<file path="src/t9pm_pkg.sv">
package t9pm_pkg;

    // Digit buffer geometry, fixed by the packed field widths.
    localparam int NUM_DIGITS = 7;
    localparam int DIGIT_W    = 4;
    localparam int BUF_W      = NUM_DIGITS * DIGIT_W;
    localparam int LEN_W      = 3;
    localparam int IDX_W      = 9;
    localparam int COUNT_W    = 7;
    localparam int CFG_W      = 10;
    localparam int ENTRY_W    = BUF_W + LEN_W;

    localparam logic [COUNT_W-1:0] COUNT_SAT = 7'h7F;

    // Request kinds carried in the input tuser.
    localparam logic REQ_LOAD = 1'b0;
    localparam logic REQ_KEY  = 1'b1;

    // Editing keys.
    localparam logic [3:0] KEY_DELETE = 4'd4;
    localparam logic [3:0] KEY_CLEAR  = 4'd8;

    typedef enum logic [1:0] {
        KIND_EMPTY   = 2'd0,
        KIND_EXACT   = 2'd1,
        KIND_PARTIAL = 2'd2,
        KIND_NONE    = 2'd3
    } match_kind_t;

    typedef enum logic [2:0] {
        S_IDLE,
        S_SCAN,
        S_RESOLVE,
        S_FINISH,
        S_EMIT_WAIT,
        S_EMIT
    } state_t;

    typedef struct packed {
        logic             valid;
        logic [DIGIT_W-1:0] digit;
    } key_digit_t;

    // Maps a keypad key to its T9 digit; keys without a digit give valid low.
    function automatic key_digit_t key_to_digit(input logic [3:0] key);
        key_digit_t r;
        r.valid = 1'b1;
        r.digit = key;
        case (key) inside
            4'd2, 4'd3:        r.digit = key;
            [4'd5:4'd7]:       r.digit = key - 4'd1;
            [4'd9:4'd11]:      r.digit = key - 4'd2;
            default:
            begin
                r.valid = 1'b0;
                r.digit = '0;
            end
        endcase
        return r;
    endfunction

    // Mask that keeps the lowest n digits of a packed buffer.
    function automatic logic [BUF_W-1:0] mask_digits(input logic [LEN_W-1:0] n);
        logic [BUF_W-1:0] m;
        m = '0;
        for (int j = 0; j < NUM_DIGITS; j++)
        begin
            if (j < int'(n))
            begin
                m[j*DIGIT_W +: DIGIT_W] = '1;
            end
        end
        return m;
    endfunction

endpackage

</file>
<file path="src/t9pm_compare.sv">
// Compares one table entry with the digit buffer: gives the length of the
// common prefix and whether the entry equals the buffer.
module t9pm_compare (
    input  logic [t9pm_pkg::BUF_W-1:0] entry_digits,
    input  logic [t9pm_pkg::LEN_W-1:0] entry_length,
    input  logic [t9pm_pkg::BUF_W-1:0] buf_digits,
    input  logic [t9pm_pkg::LEN_W-1:0] buf_length,
    output logic [t9pm_pkg::LEN_W-1:0] prefix,
    output logic                       exact
);

    logic [t9pm_pkg::NUM_DIGITS-1:0] digit_eq;
    logic [t9pm_pkg::LEN_W-1:0]      limit;

    // Per-digit equality, independent for each position.
    always_comb
    begin
        for (int j = 0; j < t9pm_pkg::NUM_DIGITS; j++)
        begin
            digit_eq[j] = entry_digits[j*t9pm_pkg::DIGIT_W +: t9pm_pkg::DIGIT_W] ==
                          buf_digits[j*t9pm_pkg::DIGIT_W +: t9pm_pkg::DIGIT_W];
        end
    end

    assign limit = (entry_length < buf_length) ? entry_length : buf_length;

    // Count the run of equal digits from the first one, up to the shorter length.
    always_comb
    begin
        logic run;
        run    = 1'b1;
        prefix = '0;
        for (int j = 0; j < t9pm_pkg::NUM_DIGITS; j++)
        begin
            if (run && digit_eq[j] && (j < int'(limit)))
            begin
                prefix = t9pm_pkg::LEN_W'(j + 1);
            end
            else
            begin
                run = 1'b0;
            end
        end
    end

    assign exact = (prefix == buf_length) && (entry_length == buf_length);

endmodule

</file>
<file path="config.mk">
export PLATFORM = sky130hd
export DESIGN_NAME = t9pm_compare
export DESIGN_NICKNAME = d
export VERILOG_FILES = /design/src/t9pm_pkg.sv /design/src/t9pm_compare.sv
export SDC_FILE = /design/constraint.sdc
export NUM_CORES = 1
export LEC_CHECK = 0
export BUFFER_PORTS_ARGS = -buffer_cell sky130_fd_sc_hd__clkbuf_2
export CORE_MARGIN = 2
export CORE_UTILIZATION = 41
export DETAILED_ROUTE_END_ITERATION = 8
export PLACE_DENSITY = 0.91
export SYNTH_ARGS = -nofsm -noshare
export SYNTH_HDL_FRONTEND = slang
export SYNTH_SLANG_ARGS = --single-unit
</file>
<file path="constraint.sdc">
create_clock -name vclk -period 5
set_input_delay 1 -clock vclk [all_inputs]
set_output_delay 1 -clock vclk [all_outputs]
set_load 0.05 [all_outputs]
</file>
Word level (Yosys, flattened, before mapping)
Index checks and enable logic that the tools add are counted.

cells by class
  magnitude comparators = 8
  equality and inequality tests = 9
  reductions and logical operators = 14
  mux-type cells = 14

operators with widths
  cell                  number
  $eq A4 B4 Y1          7
  $mux W3               6
  $logic_and A1 B1 Y1   14
  $lt A3 B3 Y1 const A  3
  $mux W1               7
  $eq A3 B3 Y1          2
  $lt A1 B3 Y1 const A  2
  $lt A2 B3 Y1 const A  2
  $lt A3 B3 Y1          1
  $mux W2               1

storage, ports and cells
  logic and storage cells = 45
  input bits = 62
  bits in registers = 0

Longest topological paths before layout
  depth in word-level cells = 25
  mapped depth = 8

Worst setup path after synthesis
OpenSTA, ideal clock, no wires.

  path type = in2out
  from = input port buf_length[2] (netlist name)
  to = output port exact
  data required time = 4000 ps
  buffers on the path = 0
  slack = 256 ps
  arrival time = 3744 ps
  stages on the path = 8
  cell sequence = inv_1 > ha_1 > a21oi_2 > and3_1 > o2111ai_1 > o2111a_1 > or4_1 > a2111oi_2

on the way
  word-level cells in the longest chain between the ends = 25
  elaborated cells between the ends (all ways) = 38

ends and longest elaborated chain
  what                               line                text
  start: declaration                 t9pm_compare.sv:7   input logic [t9pm_pkg::LEN_W-1:0] buf_length,
  $lt A3 B3 Y1                       t9pm_compare.sv:25  assign limit = (entry_length < buf_length) ? entry_length : buf_length;
  $mux W3                            t9pm_compare.sv:25
  $lt A1 B3 Y1                       t9pm_compare.sv:35  if (run && digit_eq[j] && (j < int'(limit)))
  $logic_and A1 B1 Y1                t9pm_compare.sv:35
  $mux W1                            t9pm_compare.sv:35
  $logic_and A1 B1 Y1 (2 in series)  t9pm_compare.sv:35
  $mux W1                            t9pm_compare.sv:35
  $logic_and A1 B1 Y1 (2 in series)  t9pm_compare.sv:35
  [... 4 more ...]                   n/a
  $logic_and A1 B1 Y1 (2 in series)  t9pm_compare.sv:35
  $mux W1                            t9pm_compare.sv:35
  $logic_and A1 B1 Y1 (2 in series)  t9pm_compare.sv:35
  $mux W1                            t9pm_compare.sv:35
  $logic_and A1 B1 Y1 (2 in series)  t9pm_compare.sv:35
  $mux W3                            t9pm_compare.sv:35
  $eq A3 B3 Y1                       t9pm_compare.sv:46  assign exact = (prefix == buf_length) && (entry_length == buf_length);
  $logic_and A1 B1 Y1 *              t9pm_compare.sv:46
  end: declaration                   t9pm_compare.sv:9   output logic exact

Every way passes the cells marked *; elsewhere a longest branch is shown, timed or not.

Final worst setup path
Same ends and word-level chain as after synthesis.

==> impl_metrics.csv <==
group,metric,value,unit
floorplan,num_io_pins,66,
power_and_ir_drop,switching_share,0.483,
finish,n_antenna_cell,0,
detailed_routing,drc_errors,0,
finish,num-fill-cells,149,
global_routing,grt_start_max_net_pins,7,
critical_path,cp_max_fo,6,
finish,area_growth,54.2,%
critical_path,start_kind,"input pin",
placement,dp_hpwl,1820,microns
detailed_routing,drt_iter0_drc,14,
power_and_ir_drop,p_per_area,80.6,mW/mm^2
synthesis,synth_cells,85,
synthesis,yosysWarnings,0,
timing,maxSlewViolCount,0,
synthesis,synth_area_per_cell,7.61,sq um
clock_tree,postCtsHoldBufs,0,
critical_path,cp-end-kind,"primary output",
power_and_ir_drop,ir_worst_vdd,0.0000484,V
finish,seq_cells,0,
floorplan,rows,14,
global_routing,antenna_found_initial,0,
placement,port_buffers,66,
critical_path,critical-path-max-stage-delay,0.54,ns
power_and_ir_drop,p_leak,0.000523,uW
synthesis,syn_area,647,sq um
timing,fin_crit_sh,0.921,
synthesis,synth_cell_type_count,33,
finish,clkbuf_count,0,
finish,final_nets,219,
global_routing,track_usage,0.201,
floorplan,die_area,0.00191,sq mm
detailed_routing,wl_per_cell,11.9,microns
synthesis,synth_most_common_cell,"xnor2_1",
detailed_routing,antenna_left,0,
detailed_routing,drt-total-wl,1990,microns
clock_tree,ctsResizeCount,0,
detailed_routing,firstDrtPassIters,4,
job,max_cap_viol_count,0,
synthesis,ys_top_cells_by_count,"xnor2_1, xor2_1",
critical_path,critical_path_class,"in -> out",
synthesis,synth_nets,151,
detailed_routing,via_per_inst,5.59,
power_and_ir_drop,clockPowerShare,0,
floorplan,start_util,0.434,
detailed_routing,vias,934,
floorplan,die_h,43.7,microns
timing,hold_ws,2.54,ns
timing,hold_viol_final,0,
synthesis,yosys.area.top_type,"xnor2_1",
floorplan,coreArea,0.00149,sq mm
timing,setup_viol,0,
power_and_ir_drop,internal_power,41.6,uW
power_and_ir_drop,power_frac_seq,0,
critical_path,cp_cell_sequence,"clkbuf_2, inv_1, ha_1, a21oi_2, a31oi_1, a21oi_2, a221oi_1, or4_1, a2111oi_2, clkbuf_2",
clock_tree,cts_setup_buffers,0,
floorplan,die-width,43.7,microns
power_and_ir_drop,p_sw,38.8,uW
finish,drive_gt1_frac,0.483,
timing,tns,0,ns
critical_path,cp.required,4.00,ns
critical_path,crit_slowest_cell,"or4_1",
synthesis,synthTopCellsByArea,"xnor2_1, xor2_1, ha_1",
global_routing,grt_overflow,0,
power_and_ir_drop,comb_power_share,1.000,
placement,gp_congestion,0.817,
timing,max_freq,0.217,GHz
timing,relSlewSlack,0.746,
timing,rsz0062_at_grt,"false",
finish,register_area,0,sq um
global_routing,grt_pass1_wl,3090,microns
synthesis,yosysSeqAreaShare,0,
critical_path,cp.arrival,3.60,ns
synthesis,synth.top_cell.area_share,0.230,
timing,period_needed,4.60,ns
timing,tightest_slew,0.378,ns
global_routing,grt_pass1_vias,841,
outcome,status,"finished, final reports clean",
min_path,hold_class,"in -> out",
## final cells by class
class,count,area (sq um),share of cell area
multi-input combinational,81,632,0.634
timing repair buffer,66,330,0.331
tap,16,20.0,0.0201
inverter,4,15.0,0.0151
## cells by family after synthesis
logic type	synth area share
adders and majority gates	0.0774
buffers and inverters	0.0232
and+or+nand+nor	0.251
xor gates and xnor gates	0.379
AOI/OAI and AO/OA	0.269
## power by group through the flow
stage	Clock [uW]	Combinational (uW)	Sequential, uW
floorplan	0	43.4	0
global placement	0	76.7	0
detailed placement	0	80.1	0
CTS	0	80.4	0
global route	0	88.1	0
finish	0	80.4	0
## worst paths after layout
kind | startpoint | end | cells past startpoint
setup / recovery | buf_length[2] | exact | 10
hold / removal | buf_length[0] | exact | 4
## cells in the final DEF, fill, tap and decap left out, drive strengths merged, types with 3 or more instances in the layout
cell / instances
a21oi: 5
clkbuf: 66
ha: 4
inv: 4
nand2: 3
nand3: 4
nand4: 3
nor2: 3
o21ai: 5
xnor2: 17
xor2: 11
## routing by layer
layer  part of all wire  global-route usage  up-vias
li1                   -                   -      455
met1               0.35               0.210      417
met2               0.53               0.421       58
met3              0.090              0.0125        4
met4              0.022              0.0424        0
met5                  0                   0        -
## worst max-delay path: cells and delay by family
family          cells  cell delay, ns
buf+inv             3            0.49
compound gates      5            1.23
simple gates        1            0.54
fa+ha+maj           1            0.35
## metrics by stage
step / area [sq um] / utilization / instances / power, uW / setup slack, ns
after global routing: 997 / 0.670 / 167 / 88.1 / 0.245
after global placement: 997 / 0.670 / 167 / 76.7 / 0.511
after CTS: 997 / 0.670 / 167 / 80.4 / 0.444
after floorplan: 647 / - / 85 / 43.4 / 0.256
after detailed placement: 997 / 0.670 / 167 / 80.1 / 0.450
final: 997 / 0.670 / 167 / 80.4 / 0.397
Note: power is estimated with default switching activity, not from simulation.
